===== config.mk =====
export PLATFORM = sky130hd
export DESIGN_NAME = debounced_toggle_relay_saver_top
export DESIGN_NICKNAME = d
export VERILOG_FILES = /design/src/sv/dtr_pkg.sv /design/src/sv/debounced_toggle_relay_saver_top.sv
export SDC_FILE = /design/constraint.sdc
export NUM_CORES = 1
export LEC_CHECK = 0
export CAP_MARGIN = 10
export CORE_MARGIN = 1.5
export CORE_UTILIZATION = 40
export CTS_BUF_LIST = sky130_fd_sc_hd__clkbuf_2 sky130_fd_sc_hd__clkbuf_4 sky130_fd_sc_hd__clkbuf_8
export CTS_CLUSTER_SIZE = 16
export DETAILED_ROUTE_END_ITERATION = 6
export DONT_BUFFER_PORTS = 1
export PLACE_DENSITY = 0.6
export SYNTH_ARGS = -nofsm -noshare
export SYNTH_HDL_FRONTEND = slang
export SYNTH_SLANG_ARGS = --single-unit
export TNS_END_PERCENT = 30

===== constraint.sdc =====
create_clock -name aclk -period 15.9 [get_ports aclk]
set_clock_uncertainty 0.1 [all_clocks]
set_input_delay 1.59 -clock aclk [delete_from_list [all_inputs] [get_ports aclk]]
set_output_delay 1.59 -clock aclk [all_outputs]
set_load 0.005 [all_outputs]

===== src/sv/dtr_pkg.sv =====
// Shared constants, types and helpers for the debounced toggle relay saver.
`default_nettype none

package dtr_pkg;

    localparam int DEVICES = 2;
    localparam int CNT_W   = 16;
    localparam int CFG_W   = 16;
    localparam int MASK_W  = 2;
    localparam int LVL_W   = 2;

    localparam logic [CNT_W-1:0] CNT_MAX = {CNT_W{1'b1}};

    localparam logic [CFG_W-1:0] DEBOUNCE_RESET   = 16'd50;
    localparam logic [CFG_W-1:0] SAVE_DELAY_RESET = 16'd2000;

    localparam int S_TDATA_W = 8;
    localparam int S_TUSER_W = 2;
    localparam int M_TDATA_W = 16;
    localparam int PADDR_W   = 3;
    localparam int PDATA_W   = 32;

    // Register select taken from the address word bit.
    localparam logic REG_DEBOUNCE   = 1'b0;
    localparam logic REG_SAVE_DELAY = 1'b1;

    typedef enum logic [1:0] {
        OP_TICK    = 2'd0,
        OP_SET     = 2'd1,
        OP_RESTORE = 2'd2,
        OP_NONE    = 2'd3
    } op_t;

    // Saturating increment of a tick counter.
    function automatic logic [CNT_W-1:0] bump(input logic [CNT_W-1:0] c);
        logic [CNT_W-1:0] r;
        r = (c == CNT_MAX) ? CNT_MAX : c + 1'b1;
        return r;
    endfunction

endpackage

`default_nettype wire


===== src/sv/debounced_toggle_relay_saver_top.sv =====
// Debounced toggle relay controller with delayed, coalesced state saving.
//
// Input stream (s_*): each transfer is one item. s_tuser carries the item
// kind (tick, set relay, restore boot state); s_tdata carries the device
// index, requested state, human flag and raw switch levels.
// Result stream (m_*): exactly one result transfer per input item, in order,
// with relay states, save mask and values, timer-cancel mask and a change flag.
// APB port: debounce_ticks at byte address 0, save_delay_ticks at address 4.
//
// Each item passes through the input register, then the per-device compare and
// count logic feeding the result register, which drives m_tvalid and m_tdata.
// One item is accepted every cycle while results are taken; the
// sustained rate is set by the single result register, one item per cycle.
// When the receiver stalls, the result holds and the input register fills,
// after which s_tready drops until the result transfer completes.
// Reset clears both stages, sets relays, saved and dirty state to zero,
// switch history to all ones (pulled up) and the registers to 50 and 2000.
`default_nettype none

module debounced_toggle_relay_saver_top (
    input  wire logic                              aclk,
    input  wire logic                              aresetn,
    // APB configuration port
    input  wire logic                              psel,
    input  wire logic                              penable,
    input  wire logic                              pwrite,
    input  wire logic [dtr_pkg::PADDR_W-1:0]       paddr,
    input  wire logic [dtr_pkg::PDATA_W-1:0]       pwdata,
    output logic      [dtr_pkg::PDATA_W-1:0]       prdata,
    output logic                                   pready,
    // Input stream
    input  wire logic                              s_tvalid,
    output logic                                   s_tready,
    // s_tdata: [0] device, [1] on, [2] human, [4:3] switch_levels, [7:5] zero
    input  wire logic [dtr_pkg::S_TDATA_W-1:0]     s_tdata,
    // s_tuser: [1:0] op
    input  wire logic [dtr_pkg::S_TUSER_W-1:0]     s_tuser,
    // Result stream
    output logic                                   m_tvalid,
    input  wire logic                              m_tready,
    // m_tdata: [1:0] relay_mask, [3:2] save_mask, [5:4] save_values,
    //          [7:6] cancel_mask, [8] changed, [15:9] zero
    output logic      [dtr_pkg::M_TDATA_W-1:0]     m_tdata
);

    localparam int D  = dtr_pkg::DEVICES;
    localparam int CW = dtr_pkg::CNT_W;
    localparam int MW = dtr_pkg::MASK_W;
    localparam int LW = dtr_pkg::LVL_W;

    // Configuration registers
    logic [dtr_pkg::CFG_W-1:0] debounce_reg;
    logic [dtr_pkg::CFG_W-1:0] save_delay_reg;
    logic                      cfg_write;

    // Input stage
    logic              in_valid_reg;
    dtr_pkg::op_t      in_op_reg;
    logic              in_device_reg;
    logic              in_on_reg;
    logic              in_human_reg;
    logic [LW-1:0]     in_levels_reg;

    // Block state
    logic [D-1:0]  relay_reg,    relay_next;
    logic [D-1:0]  saved_reg,    saved_next;
    logic [D-1:0]  dirty_reg,    dirty_next;
    logic [D-1:0]  raw_last_reg, raw_last_next;
    logic [D-1:0]  stable_reg,   stable_next;
    logic [CW-1:0] edge_cnt_reg  [D];
    logic [CW-1:0] edge_cnt_next [D];
    logic [CW-1:0] dirty_cnt_reg  [D];
    logic [CW-1:0] dirty_cnt_next [D];

    // Result stage
    logic          out_valid_reg;
    logic [MW-1:0] relay_mask_reg;
    logic [MW-1:0] save_mask_reg;
    logic [MW-1:0] save_values_reg;
    logic [MW-1:0] cancel_mask_reg;
    logic          changed_reg;

    logic          out_free;
    logic          advance;

    logic [D-1:0]      save_m;
    logic [D-1:0]      save_v;
    logic [D-1:0]      cancel_m;
    logic              changed;
    logic [D+LW-1:0]   levels_pad;
    logic [D+MW-1:0]   relay_pad;
    logic [D+MW-1:0]   save_m_pad;
    logic [D+MW-1:0]   save_v_pad;
    logic [D+MW-1:0]   cancel_pad;

    // ---------------------------------------------------------------
    // APB
    // ---------------------------------------------------------------
    assign pready    = 1'b1;
    assign cfg_write = psel & penable & pwrite & pready;

    always_comb begin
        case (paddr[2])
            dtr_pkg::REG_DEBOUNCE:   prdata = {{(dtr_pkg::PDATA_W-dtr_pkg::CFG_W){1'b0}},
                                               debounce_reg};
            dtr_pkg::REG_SAVE_DELAY: prdata = {{(dtr_pkg::PDATA_W-dtr_pkg::CFG_W){1'b0}},
                                               save_delay_reg};
            default:                 prdata = '0;
        endcase
    end

    always_ff @(posedge aclk) begin
        if (!aresetn) begin
            debounce_reg   <= dtr_pkg::DEBOUNCE_RESET;
            save_delay_reg <= dtr_pkg::SAVE_DELAY_RESET;
        end else if (cfg_write) begin
            if (paddr[2] == dtr_pkg::REG_DEBOUNCE) begin
                debounce_reg <= pwdata[dtr_pkg::CFG_W-1:0];
            end else begin
                save_delay_reg <= pwdata[dtr_pkg::CFG_W-1:0];
            end
        end
    end

    // ---------------------------------------------------------------
    // Handshake
    // ---------------------------------------------------------------
    assign out_free = !out_valid_reg || m_tready;
    assign advance  = in_valid_reg && out_free;
    assign s_tready = !in_valid_reg || advance;

    always_ff @(posedge aclk) begin
        if (!aresetn) begin
            in_valid_reg <= 1'b0;
        end else if (s_tready) begin
            in_valid_reg <= s_tvalid;
        end
    end

    always_ff @(posedge aclk) begin
        if (s_tvalid && s_tready) begin
            in_op_reg     <= dtr_pkg::op_t'(s_tuser[1:0]);
            in_device_reg <= s_tdata[0];
            in_on_reg     <= s_tdata[1];
            in_human_reg  <= s_tdata[2];
            in_levels_reg <= s_tdata[4:3];
        end
    end

    // ---------------------------------------------------------------
    // Per-device debounce, relay and save logic
    // ---------------------------------------------------------------
    assign levels_pad = {{D{1'b0}}, in_levels_reg};

    always_comb begin
        relay_next    = relay_reg;
        saved_next    = saved_reg;
        dirty_next    = dirty_reg;
        raw_last_next = raw_last_reg;
        stable_next   = stable_reg;
        save_m        = '0;
        save_v        = '0;
        cancel_m      = '0;
        changed       = 1'b0;
        for (int i = 0; i < D; i++) begin
            edge_cnt_next[i]  = edge_cnt_reg[i];
            dirty_cnt_next[i] = dirty_cnt_reg[i];
        end

        case (in_op_reg)
            dtr_pkg::OP_TICK: begin
                for (int i = 0; i < D; i++) begin
                    edge_cnt_next[i]  = dtr_pkg::bump(edge_cnt_reg[i]);
                    dirty_cnt_next[i] = dtr_pkg::bump(dirty_cnt_reg[i]);
                    if (levels_pad[i] != raw_last_reg[i]) begin
                        // A level change restarts the debounce count.
                        raw_last_next[i] = levels_pad[i];
                        edge_cnt_next[i] = '0;
                    end else if (edge_cnt_next[i] >= debounce_reg &&
                                 levels_pad[i] != stable_reg[i]) begin
                        // Accepted switch edge toggles the relay as a human action.
                        stable_next[i]    = levels_pad[i];
                        cancel_m[i]       = 1'b1;
                        relay_next[i]     = !relay_reg[i];
                        dirty_next[i]     = 1'b1;
                        dirty_cnt_next[i] = '0;
                        changed           = 1'b1;
                    end
                    // Save check sees this tick's toggle, so a zero delay saves at once.
                    if (dirty_next[i] && dirty_cnt_next[i] >= save_delay_reg) begin
                        if (relay_next[i] != saved_reg[i]) begin
                            saved_next[i] = relay_next[i];
                            save_m[i]     = 1'b1;
                            save_v[i]     = relay_next[i];
                        end
                        dirty_next[i] = 1'b0;
                    end
                end
            end
            dtr_pkg::OP_SET: begin
                for (int i = 0; i < D; i++) begin
                    if (int'(in_device_reg) == i) begin
                        cancel_m[i] = in_human_reg;
                        if (relay_reg[i] != in_on_reg) begin
                            relay_next[i]     = in_on_reg;
                            dirty_next[i]     = 1'b1;
                            dirty_cnt_next[i] = '0;
                            changed           = 1'b1;
                        end
                    end
                end
            end
            dtr_pkg::OP_RESTORE: begin
                for (int i = 0; i < D; i++) begin
                    if (int'(in_device_reg) == i) begin
                        relay_next[i]    = in_on_reg;
                        saved_next[i]    = in_on_reg;
                        dirty_next[i]    = 1'b0;
                        raw_last_next[i] = levels_pad[i];
                        stable_next[i]   = levels_pad[i];
                        edge_cnt_next[i] = '0;
                    end
                end
            end
            default: begin
            end
        endcase
    end

    assign relay_pad  = {{MW{1'b0}}, relay_next};
    assign save_m_pad = {{MW{1'b0}}, save_m};
    assign save_v_pad = {{MW{1'b0}}, save_v};
    assign cancel_pad = {{MW{1'b0}}, cancel_m};

    always_ff @(posedge aclk) begin
        if (!aresetn) begin
            relay_reg    <= '0;
            saved_reg    <= '0;
            dirty_reg    <= '0;
            raw_last_reg <= '1;
            stable_reg   <= '1;
            for (int i = 0; i < D; i++) begin
                edge_cnt_reg[i]  <= '0;
                dirty_cnt_reg[i] <= '0;
            end
        end else if (advance) begin
            relay_reg    <= relay_next;
            saved_reg    <= saved_next;
            dirty_reg    <= dirty_next;
            raw_last_reg <= raw_last_next;
            stable_reg   <= stable_next;
            for (int i = 0; i < D; i++) begin
                edge_cnt_reg[i]  <= edge_cnt_next[i];
                dirty_cnt_reg[i] <= dirty_cnt_next[i];
            end
        end
    end

    // ---------------------------------------------------------------
    // Result register
    // ---------------------------------------------------------------
    always_ff @(posedge aclk) begin
        if (!aresetn) begin
            out_valid_reg <= 1'b0;
        end else if (out_free) begin
            out_valid_reg <= in_valid_reg;
        end
    end

    always_ff @(posedge aclk) begin
        if (advance) begin
            relay_mask_reg  <= relay_pad[MW-1:0];
            save_mask_reg   <= save_m_pad[MW-1:0];
            save_values_reg <= save_v_pad[MW-1:0];
            cancel_mask_reg <= cancel_pad[MW-1:0];
            changed_reg     <= changed;
        end
    end

    assign m_tvalid = out_valid_reg;
    assign m_tdata  = {{(dtr_pkg::M_TDATA_W-4*MW-1){1'b0}}, changed_reg, cancel_mask_reg,
                       save_values_reg, save_mask_reg, relay_mask_reg};

endmodule

`default_nettype wire


Yosys cells after proc, flatten, opt, wreduce, memory -nomap -nowiden
Memory sizes are Yosys's and may differ from the RTL's.
Index checks and enable logic that the tools add are counted.
Storage, ports and cells
  flip-flop bits (word level): 60
  bits in writable memories: 64
  output and inout bits: 51
  word-level logic and storage cells: 191
  memories kept: 2
Memory list
  dirty_cnt_reg: depth 2, bits a word 16, read ports 2, clocked after memory_dff 0, write ports 2, RTL line debounced_toggle_relay_saver_top.sv:72  | logic [CW-1:0] dirty_cnt_reg [D];
  edge_cnt_reg: depth 2, bits a word 16, read ports 2, clocked after memory_dff 0, write ports 2, RTL line debounced_toggle_relay_saver_top.sv:70  | logic [CW-1:0] edge_cnt_reg [D];
Cells by class
  add/sub/neg operators: 4
  magnitude comparators: 4
  equal/unequal tests: 30
  multiplexer cells: 90
  bitwise operators: 7
  reductions and logical operators: 29
Operators by type and width (count)
  16-bit 2-to-1 mux: 22
  32-bit case mux with 2 select lines: 3
  16-bit by 1-bit adder with 16-bit output (second input constant): 4
  16-bit == test (second input constant): 4
  16-bit >= comparator: 4
  1-bit 2-to-1 mux: 58
  2-bit != test (second input constant): 16
  5-bit AND reduction: 6
  2-bit case mux with 2 select lines: 4
  2-bit case mux with 3 select lines: 2
  1-bit != test: 8
  2-bit AND reduction: 4
  4-bit AND reduction: 2
  1-bit logical AND: 6
  3-bit AND reduction: 2
  1-bit zero test: 4
  1-bit bitwise OR: 4
  3-bit nonzero test: 1
  1-bit AND: 2
  2-bit by 1-bit == test with 1-bit output (second input constant): 1
  2-bit == test (second input constant): 1
  2-bit zero test: 1
  1-bit logical OR: 2
  1-bit case mux with 2 select lines: 1
  2 further kinds: 2

Depth between registers and ports, before layout
Gate-level depths: netlist (run 1).
An unclocked memory read counts as a cell.
  depth in word-level cells: 12
  gate-level depth with buffers: 24

Worst setup path after synthesis (run 1)
OpenSTA, ideal clock, no wires.
  kind: register to register
  start point: memory edge_cnt_reg[0][16] in the netlist's numbering
  end point: register save_values_reg[1], data pin
  arrival time: 4.663 ns
  slack: 10.882 ns
  stages on the path, launching flop included: 25
  buffers on the path: 3
  clock period less this slack: 5.018 ns
  cells stage by stage: edfxtp_1 ha_1 and3_1 nand3_1 or2_2 nor2_1 nand3_1 clkbuf_1 nand2_1 ha_1 nand4_1 nor2_1 or4b_4 a31oi_4 buf_2 buf_2 nor2_1 ha_1 a21o_1 a21o_1 a21oi_1 o21ai_0 a31oi_1 nor3_1 and2_1
RTL lines
  start, declared: RTL line debounced_toggle_relay_saver_top.sv:70
  end signal, assigned: RTL line debounced_toggle_relay_saver_top.sv:274  | save_values_reg <= save_v_pad[MW-1:0];
  end, declared: RTL line debounced_toggle_relay_saver_top.sv:79  | logic [MW-1:0] save_values_reg;

==> metrics.md, run 1 <==
| Metric | Value |
|---|---|
| Status | completed |
| RR Startpoint | edge_cnt_reg[0][0] |
| Vias | 6215 |
| FF-to-FF End | save_values_reg[0] |
| Ys flop type | edfxtp_1 |
| Count leader, synth | nand2_1 |
| R2R cell count | 19 |
| Switching power | 0.197 mW |
| Post-Place Setup Slack | between 9000 and 10000 ps |
| Vias in the first global route | 5887 |
| Hold Crit Class | flop to flop |
| Root Buffer | clkbuf_8 |
| Slew headroom | about a third |
| Antenna cells | 0 |
| Setup TNS | 0 ps |
| Worst Path Arrival | around 6300 ps |
| Pwr Total | around 0.74 mW |
| Final core utilization | 43.3% |
| Synthesized flop and latch total | approximately 120 |
| Post-route cell area | between 8000 and 9000 um^2 |
| Yosys cell types | 54 |
| Grt ovf | 0 |
| Total die area | ~21000 um^2 |
| CTS tree | yes |
| DP HPWL | between 10000 and 15000 um |
| Top cell type's share of synthesized area | 29.3% |
| Drt via density | 5.17 |
| Cell Area, Placed | roughly 8300 um^2 |
| Worst-path fanout max | 25 |
| Post-synthesis async set-or-reset flop share | 0% |
| Seq pwr share | about half |
| WL per Instance | around 16 um |
| Worst-Margin Slew | just under 1000 ps |
| Clock transition at the registers of the reported paths | 70 ps |
| Peak supply drop | 0.0439 mV |
| Gpl congestion | about 0.78 |
| I/O pin cnt | 103 |
| Largest cells by area after synthesis | edfxtp_1 (29%), ha_1 (11%), dfxtp_1 (11%), nand2_1 (6.6%), nor2_1 (4.4%) |
| Core area | approximately 20000 um^2 |
| Internal power | roughly 0.54 mW |
| Num rows | 52 |
| Final WL | roughly 19000 um |
| RSZ-0062 raised after global routing | false |
| CTS Buf Count | 17 |
| Final antenna-violating net count | 0 |
| Synth warnings | 0 |
| Final Setup Violations | 0 |
| Starting density of the core | between 40% and 50% |
| Dpl cells | ~1200 |
| Critical Path Sink Type | flop |
| CTS resizes | 0 |
| CTS sink cnt | 124 |
| Clock Latency Late Sink | roughly 450 ps |
| Final nets | 1042 |
| Clock power share | between 30% and 40% |
| Worst-case clock buffer depth | 2 |
| Initial antenna violation count | 0 |
| CP Cell Sequence | ha_1 > nand3_1 > nor2_1 > nand3_1 > and2_1 > ha_1 > nor2b_1 > o21ai_0 > a21oi_1 > o21ai_0 > and2_1 > a311oi_1 > ha_1 > a21o_1 > a21oi_1 > o311a_1 > o21a_1 > nor3_1 > and2_1 |
| Sw Share | between 20% and 30% |
| Hold Crit Depth | 2 |
| Hold_ws | approximately 370 ps |
| Power Density | 84.4 nW/um^2 |
| Layout area overhead | 6.32% |
| Register area share after synthesis | about two fifths |
| # port buffers | 0 |
| Slowest CP cell | nand3_1 |
| Post-CTS Setup Repair Bufs | 0 |
| Number of synthesized flops with an enable pin | 80 |
| GRT Overall Usage | 18.4% |
| Non-Filler Instances | ~1200 |
| Max Cap Violations | 0 |
| Synth cell count leaders | nand2_1 (145), nor2_1 (97), edfxtp_1 (80) |
| Hold Vio Cnt, Final | 0 |
| Area leader, netlist | edfxtp_1 |
| Leakage | around 3.5 nW |
| Combinational share of power | around 12% |
| CP Data Required Time | 16010 ps |
| CP Class | flop to flop |
| Crit start category | flop |
| Worst Setup SP | edge_cnt_reg[0][0] |
| CTS Hold Buffers Added | 0 |
| Residual DRC count | 0 |
| Initial DRC Count | about 320 |
| DR pass1 iterations | 6 |
| First-pass GRT wire length | a little over 30000 um |
| F_max | about 160 MHz |
| Die Span X | 146 um |
| Worst reg-to-reg setup slack | 9680 ps |
| Largest net degree at the start of global routing | 52 |
| Final Max Slew Viols | 0 |
| Final min period | about 6200 ps |
| Worst Setup EP | save_values_reg[0] |
| Worst setup margin | between 9000 and 10000 ps |
| Max incr delay on CP | between 600 and 700 ps |
| Share of layout cells above drive strength 1 | 5.80% |
| Cells after Synth | around 930 |
| Final Cycle Share | 39.1% |
| Htree depth | 4 |
| Synth Cell Area | 8210 um^2 |
| Die Ht | between 100 and 150 um |
| Synthesized area per cell | just under 9 um^2 |
## logic make-up after synthesis
kind of cell | synth area share, %
simple gates | 21.4
compound gates | 14.5
flops | 40.0
buf+inv | 6.06
fa+ha+maj | 11.0
xor+xnor | 5.12
mux | 1.90
other cells | 0.0915
## layer usage
layer	up-vias	GRT usage [%]	wire, um
met5	-	0	0
met4	0	6.01	295
met3	22	4.25	849
met2	114	30.4	8890
met1	2875	23.8	8930
li1	3204	-	-
## how the worst min path moves through the flow
stage	slack (ps)	to	start
after floorplan	340	debounce_reg[10]	debounce_reg[10]
after global placement	350	debounce_reg[12]	debounce_reg[12]
after detailed placement	360	debounce_reg[12]	debounce_reg[12]
after CTS	370	debounce_reg[12]	debounce_reg[12]
after global routing	390	debounce_reg[10]	debounce_reg[10]
final	370	debounce_reg[12]	debounce_reg[12]
## cell usage in the layout (no fill, tap or decap), types with 7 or more instances in the layout
| master | netlist | layout |
|---|---|---|
| a21boi_0 | 24 | 24 |
| a21o_1 | 9 | 9 |
| a21oi_1 | 63 | 63 |
| a31oi_1 | 7 | 7 |
| and2_1 | 9 | 9 |
| and3_1 | 16 | 16 |
| clkbuf_8 | 0 | 19 |
| conb_1 | 2 | 24 |
| dfxtp_1 | 44 | 44 |
| edfxtp_1 | 80 | 80 |
| ha_1 | 72 | 72 |
| inv_1 | 45 | 45 |
| mux2i_1 | 10 | 10 |
| nand2_1 | 145 | 145 |
| nand2b_1 | 14 | 14 |
| nand3_1 | 29 | 29 |
| nand4_1 | 14 | 14 |
| nor2_1 | 97 | 97 |
| nor2b_1 | 12 | 12 |
| nor3_1 | 13 | 13 |
| o211ai_1 | 11 | 11 |
| o21ai_0 | 41 | 39 |
| xnor2_1 | 28 | 28 |
| xor2_1 | 20 | 20 |
## area by class of cell
class / instances / area [um^2]
Clock buffer: 20 / 269
Clock inverter: 12 / 118
Fill cell: 2024 / 11400
Inverter: 45 / 169
Multi-Input combinational cell: 725 / 4520
Sequential cell: 124 / 3280
Tap cell: 270 / 338
Timing Repair Buffer: 5 / 37.5
## power by group through the flow
stage               combinational [mW]  sequential [mW]  clock [mW]
floorplan                       0.0747            0.374           0
global placement                0.0844            0.378           0
detailed placement              0.0859            0.378           0
CTS                             0.0863            0.371       0.286
global route                    0.0986            0.373       0.298
finish                          0.0855            0.371       0.280
## critical path: cells and delay by family, from the launching register on
family	cells	cell delay, ps
simple gates	8	2550
compound gates	8	2040
fa+ha+maj	3	860
flops	1	390
Power figures use the tool's default switching activity.
==> run 2: changes to the inputs <==
clock period = 5.9 ns   (was 15.9 ns; I/O delays follow)
==> metrics.md, run 2 (same netlist as run 1, synthesis figures left out) <==
| Metric | Value |
|---|---|
| Status | completed |
| Leakage | about 3.6 nW |
| Core area | a little over 20000 um^2 |
| Root Buffer | clkbuf_8 |
| Switching power | approximately 0.56 mW |
| Worst-Margin Slew | between 900 and 1000 ps |
| GRT Overall Usage | a little under a fifth |
| Gpl congestion | 0.804 |
| Max incr delay on CP | around 420 ps |
| Final antenna-violating net count | 0 |
| Clock power share | between 40 and 50% |
| Power Density | approximately 240 nW/um^2 |
| Residual DRC count | 0 |
| Worst Setup SP | edge_cnt_reg[0][2] |
| Clock transition at the registers of the reported paths | roughly 90 ps |
| Setup TNS | 0 ps |
| Grt ovf | 0 |
| Worst-case clock buffer depth | 2 |
| Drt via density | around 5.2 |
| Crit start category | flop |
| Max Cap Violations | 0 |
| RSZ-0062 raised after global routing | false |
| Num rows | 52 |
| Share of layout cells above drive strength 1 | 6.40% |
| CTS sink cnt | between 100 and 150 |
| CTS Hold Buffers Added | 0 |
| CTS Buf Count | 17 |
| CP Cell Sequence | and3_1 > and3_1 > and2_1 > nor3b_1 > nand3_1 > mux2_2 > ha_1 > nand2_1 > nor2_1 > a2111oi_2 > o21ai_0 > and2_1 > a311oi_1 > ha_1 > a21o_1 > a21oi_1 > o311a_1 > o21a_1 > nor3_1 > and2_1 |
| Worst setup margin | about 540 ps |
| Die Ht | 146 um |
| Min-Delay Endpoint | stable_reg[1] |
| Final Max Slew Viols | 0 |
| FF-to-FF End | save_values_reg[0] |
| Post-Place Setup Slack | slightly above 500 ps |
| Most common cell after layout, fill and taps aside | nand2_1 |
| I/O pin cnt | ~100 |
| Initial antenna violation count | 0 |
| # port buffers | 0 |
| Seq pwr share | roughly 47% |
| Crit path buf inv count | 0 |
| RR Startpoint | edge_cnt_reg[0][2] |
| Slew headroom | between 30% and 40% |
| Most frequent cells in the layout | nand2_1 (145), nor2_1 (97), edfxtp_1 (80) |
| First-pass GRT wire length | slightly above 30000 um |
| Layout area overhead | 7.86% |
| Final Cycle Share | between 90% and 100% |
| CTS tree | yes |
| Hold Startpoint | aresetn |
| Peak supply drop | roughly 0.15 mV |
| Final min period | between 5000 and 6000 ps |
| Hold Vio Cnt, Final | 0 |
| Initial DRC Count | roughly 320 |
| Internal power | 1.57 mW |
| Antenna cells | 0 |
| Final Setup Violations | 0 |
| WL per Instance | 15.9 um |
| Critical Path Sink Type | flop |
| Htree depth | 4 |
| Most frequent CP cell | and2_1 |
| Post-CTS Setup Repair Bufs | 0 |
| Worst reg-to-reg setup slack | between 500 and 600 ps |
| Vias | 6251 |
| Final nets | 1048 |
| Vias in the first global route | between 5000 and 6000 |
| CTS resizes | 0 |
| Die Span X | 146 um |
| Worst Path Arrival | 5460 ps |
| R2R cell count | 20 |
| Clock Latency Late Sink | between 400 and 500 ps |
| DR pass1 iterations | 5 |
| Pwr Total | roughly 2.1 mW |
| Slowest CP cell | edfxtp_1 |
| F_max | roughly 190 MHz |
| Final core utilization | around 44% |
| Final WL | just under 20000 um |
| Critical path's top delay family | compound AO/OA/AOI/OAI gates |
| Hold Crit Class | primary input to flop |
| Hold Crit Depth | 1 |
| Starting density of the core | about two fifths |
| Sw Share | approximately a quarter |
| Combinational share of power | between 10% and 20% |
| DP HPWL | between 10000 and 15000 um |
| Total die area | about 21000 um^2 |
| Largest net degree at the start of global routing | 52 |
| CP Class | flop to flop |
| Worst-path fanout max | 10 |
| CP Data Required Time | 6000 ps |
-- run 2: worst max-delay path by stage --
stage / to / slack (ps) / cells past startpoint
after CTS: save_values_reg[1] / 470 / 20
after detailed placement: save_values_reg[1] / 510 / 20
after floorplan: save_values_reg[1] / 880 / 24
after global routing: save_values_reg[0] / 140 / 20
final: save_values_reg[0] / 540 / 20
after global placement: save_values_reg[1] / 500 / 20
-- run 2: power groups by stage --
stage                     combinational [mW]  sequential (mW)  clock [mW]
after floorplan                        0.201             1.01           0
after global placement                 0.228             1.02           0
after detailed placement               0.231             1.02           0
after CTS                              0.232             1.00       0.917
after global routing                   0.265             1.01       0.953
final                                  0.231             1.00       0.898
-- run 2: layout make-up --
cell class,count,area [um^2]
multi-input combinational,725,4520
tap,270,338
fill,2034,11300
clock buffer,17,234
clock inverter,15,234
inverter,45,169
sequential,124,3280
timing repair buffer,11,82.6
-- run 2: metrics by stage --
step	hold WS, ps	cells	instance area [um^2]
2_1_floorplan	343	955	8290
3_3_place_gp	351	1175	8390
3_5_place_dp	356	1175	8390
4_1_cts	82.9	1207	8860
5_1_grt	86.3	1207	8860
6_report	124	1207	8860
-- run 2: metal layers --
layer | global-route usage [%] | share of wire (%) | vias to the layer above
met5 | 0 | 0 | -
met4 | 6.11 | 1.8 | 0
met3 | 3.31 | 4.2 | 20
met2 | 29.8 | 46 | 123
met1 | 24.7 | 48 | 2896
li1 | - | - | 3212
-- run 2: worst register-to-register path, cell delays in order, from the launching register on --
cell and delay, ps:
edfxtp_1 420, and3_1 200, and3_1 200, and2_1 200
nor3b_1 360, nand3_1 130, mux2_2 300, ha_1 320
nand2_1 90, nor2_1 50, a2111oi_2 410, o21ai_0 220
and2_1 300, a311oi_1 380, ha_1 330, a21o_1 160
a21oi_1 200, o311a_1 200, o21a_1 250, nor3_1 120
and2_1 180
==> run 3: changes to the inputs <==
CELL_PAD_IN_SITES_DETAIL_PLACEMENT = 1   (was unset)
CELL_PAD_IN_SITES_GLOBAL_PLACEMENT = 1   (was unset)
PLACE_DENSITY = 0.74   (was 0.6)
==> metrics.md, run 3 (same netlist as run 1, synthesis figures left out) <==
| Metric | Value |
|---|---|
| Dpl cells | roughly 1200 |
| Worst setup margin | around 360 ps |
| Grt ovf | 0 |
| Final Cycle Share | a little over nine tenths |
| Clock Latency Late Sink | 460 ps |
| Most frequent cells in the layout | nand2_1 (145), nor2_1 (97), edfxtp_1 (80) |
| Core area | between 20000 and 25000 um^2 |
| Final WL | 21700 um |
| Num rows | between 50 and 60 |
| Die Span X | approximately 150 um |
| Starting density of the core | about two fifths |
| DR pass1 iterations | 4 |
| Non-Filler Instances | about 1200 |
| Pwr Total | 2.09 mW |
| Htree depth | 4 |
| Register area | 3280 um^2 |
| Gpl congestion | ~0.80 |
| CTS Buf Count | 17 |
| Clock transition at the registers of the reported paths | ~90 ps |
| Final Max Slew Viols | 0 |
| Die Ht | about 150 um |
| RSZ-0062 raised after global routing | false |
| Largest net degree at the start of global routing | between 50 and 60 |
| Setup TNS | 0 ps |
| Layout area overhead | 7.42% |
| Critical Path Sink Type | flop |
| Root Buffer | clkbuf_8 |
| Hold Vio Cnt, Final | 0 |
| Most common cell after layout, fill and taps aside | nand2_1 |
| GRT Overall Usage | a little over a fifth |
| Final nets | about 1000 |
| Antenna cells | 0 |
| F_max | 181 MHz |
| Initial antenna violation count | 0 |
| # port buffers | 0 |
| Vias | between 6000 and 7000 |
| Worst-path fanout max | 11 |
| CTS sink cnt | 124 |
| Drt via density | between 5 and 6 |
| Peak supply drop | 0.136 mV |
| Final Setup Violations | 0 |
| CTS tree | yes |
| Area of the multi-input gates | roughly 4500 um^2 |
| Cell Area, Placed | approximately 8400 um^2 |
| Power Density | 237 nW/um^2 |
| Initial DRC Count | between 300 and 400 |
| Max Cap Violations | 0 |
| Worst-case clock buffer depth | 2 |
| Post-CTS Setup Repair Bufs | 0 |
| Final min period | about 5500 ps |
| CP Data Required Time | between 6000 and 7000 ps |
| Status | completed |
| Vias in the first global route | 6536 |
| CP Class | flop to flop |
| Filler cell count in the final layout | 2411 |
| Hold_ws | about 91 ps |
| I/O pin cnt | between 100 and 150 |
| Residual DRC count | 0 |
| Slew headroom | 38.7% |
| Final antenna-violating net count | 0 |
| WL per Instance | roughly 18 um |
| Share of layout cells above drive strength 1 | 6.51% |
| Total die area | around 21000 um^2 |
| DP HPWL | 16300 um |
| Leakage | between 3 and 4 nW |
| Post-route cell area | roughly 8800 um^2 |
| Worst-Margin Slew | 919 ps |
| Hold Crit Class | primary input to flop |
| Post-Place Setup Slack | between 300 and 400 ps |
| Final core utilization | 43.7% |
| Worst Path Arrival | approximately 5700 ps |
| First-pass GRT wire length | approximately 35000 um |
| Crit start category | flop |
run 3: changes by cell type in the layout (fill, tap and decap cells not counted), sizes merged:
cell    delta
clkbuf     +3
inv        +1
clkinv     -2
bufinv     -2
run 3: layer usage:
metal  track usage [%]  share of wire [%]  vias up
met5                 0                  0        -
met4              6.41                1.7        0
met3              4.00                3.5       23
met2              34.1                 46      107
met1              28.4                 49     3180
li1                  -                  -     3218
run 3: worst max-delay path: stages (launching register included):
cell and delay [ps]:
edfxtp_1 420, ha_1 210, and3_1 220, nand3_1 120, or2_2 350, nor2_1 170
nand3_1 310, and2_1 290, ha_1 260, nand2b_1 100, a2111oi_1 100, or4b_4 560
a31oi_4 380, nor2_1 110, ha_1 300, a21o_1 180, a21o_1 170, a21oi_1 150
o21ai_0 100, a31oi_1 360, nor3_1 130, and2_1 190
run 3: final timing paths:
check                      startpoint            endpoint  slack (ps)  cells after the start
setup / recovery  edge_cnt_reg[0][16]  save_values_reg[1]         360                     21
hold / removal                aresetn     raw_last_reg[0]          90                      1
setup reg to reg  edge_cnt_reg[0][16]  save_values_reg[1]         360                     21
hold reg to reg       debounce_reg[3]     debounce_reg[3]         370                      2
run 3: power breakdown:
| part | internal, mW | switching [mW] | total, mW |
|---|---|---|---|
| logic | 0.0929 | 0.147 | 0.239 |
| clock network | 0.451 | 0.399 | 0.849 |
| registers | 0.965 | 0.0368 | 1.00 |
run 3: what timing repair did:
| item | CTS | global route |
|---|---|---|
| setup endpoints to repair | 0 | 1 |
| resized for setup | 0 | 1 |
| hold buffers | 0 | 0 |
| hold endpoints to repair | 0 | 0 |
run 3: cell type report:
class,count,area share [%]
multi-input combinational,725,51.3
sequential,124,37.2
tap,270,3.83
clock buffer,20,3.05
inverter,45,1.91
clock inverter,12,1.79
timing repair buffer,11,0.936
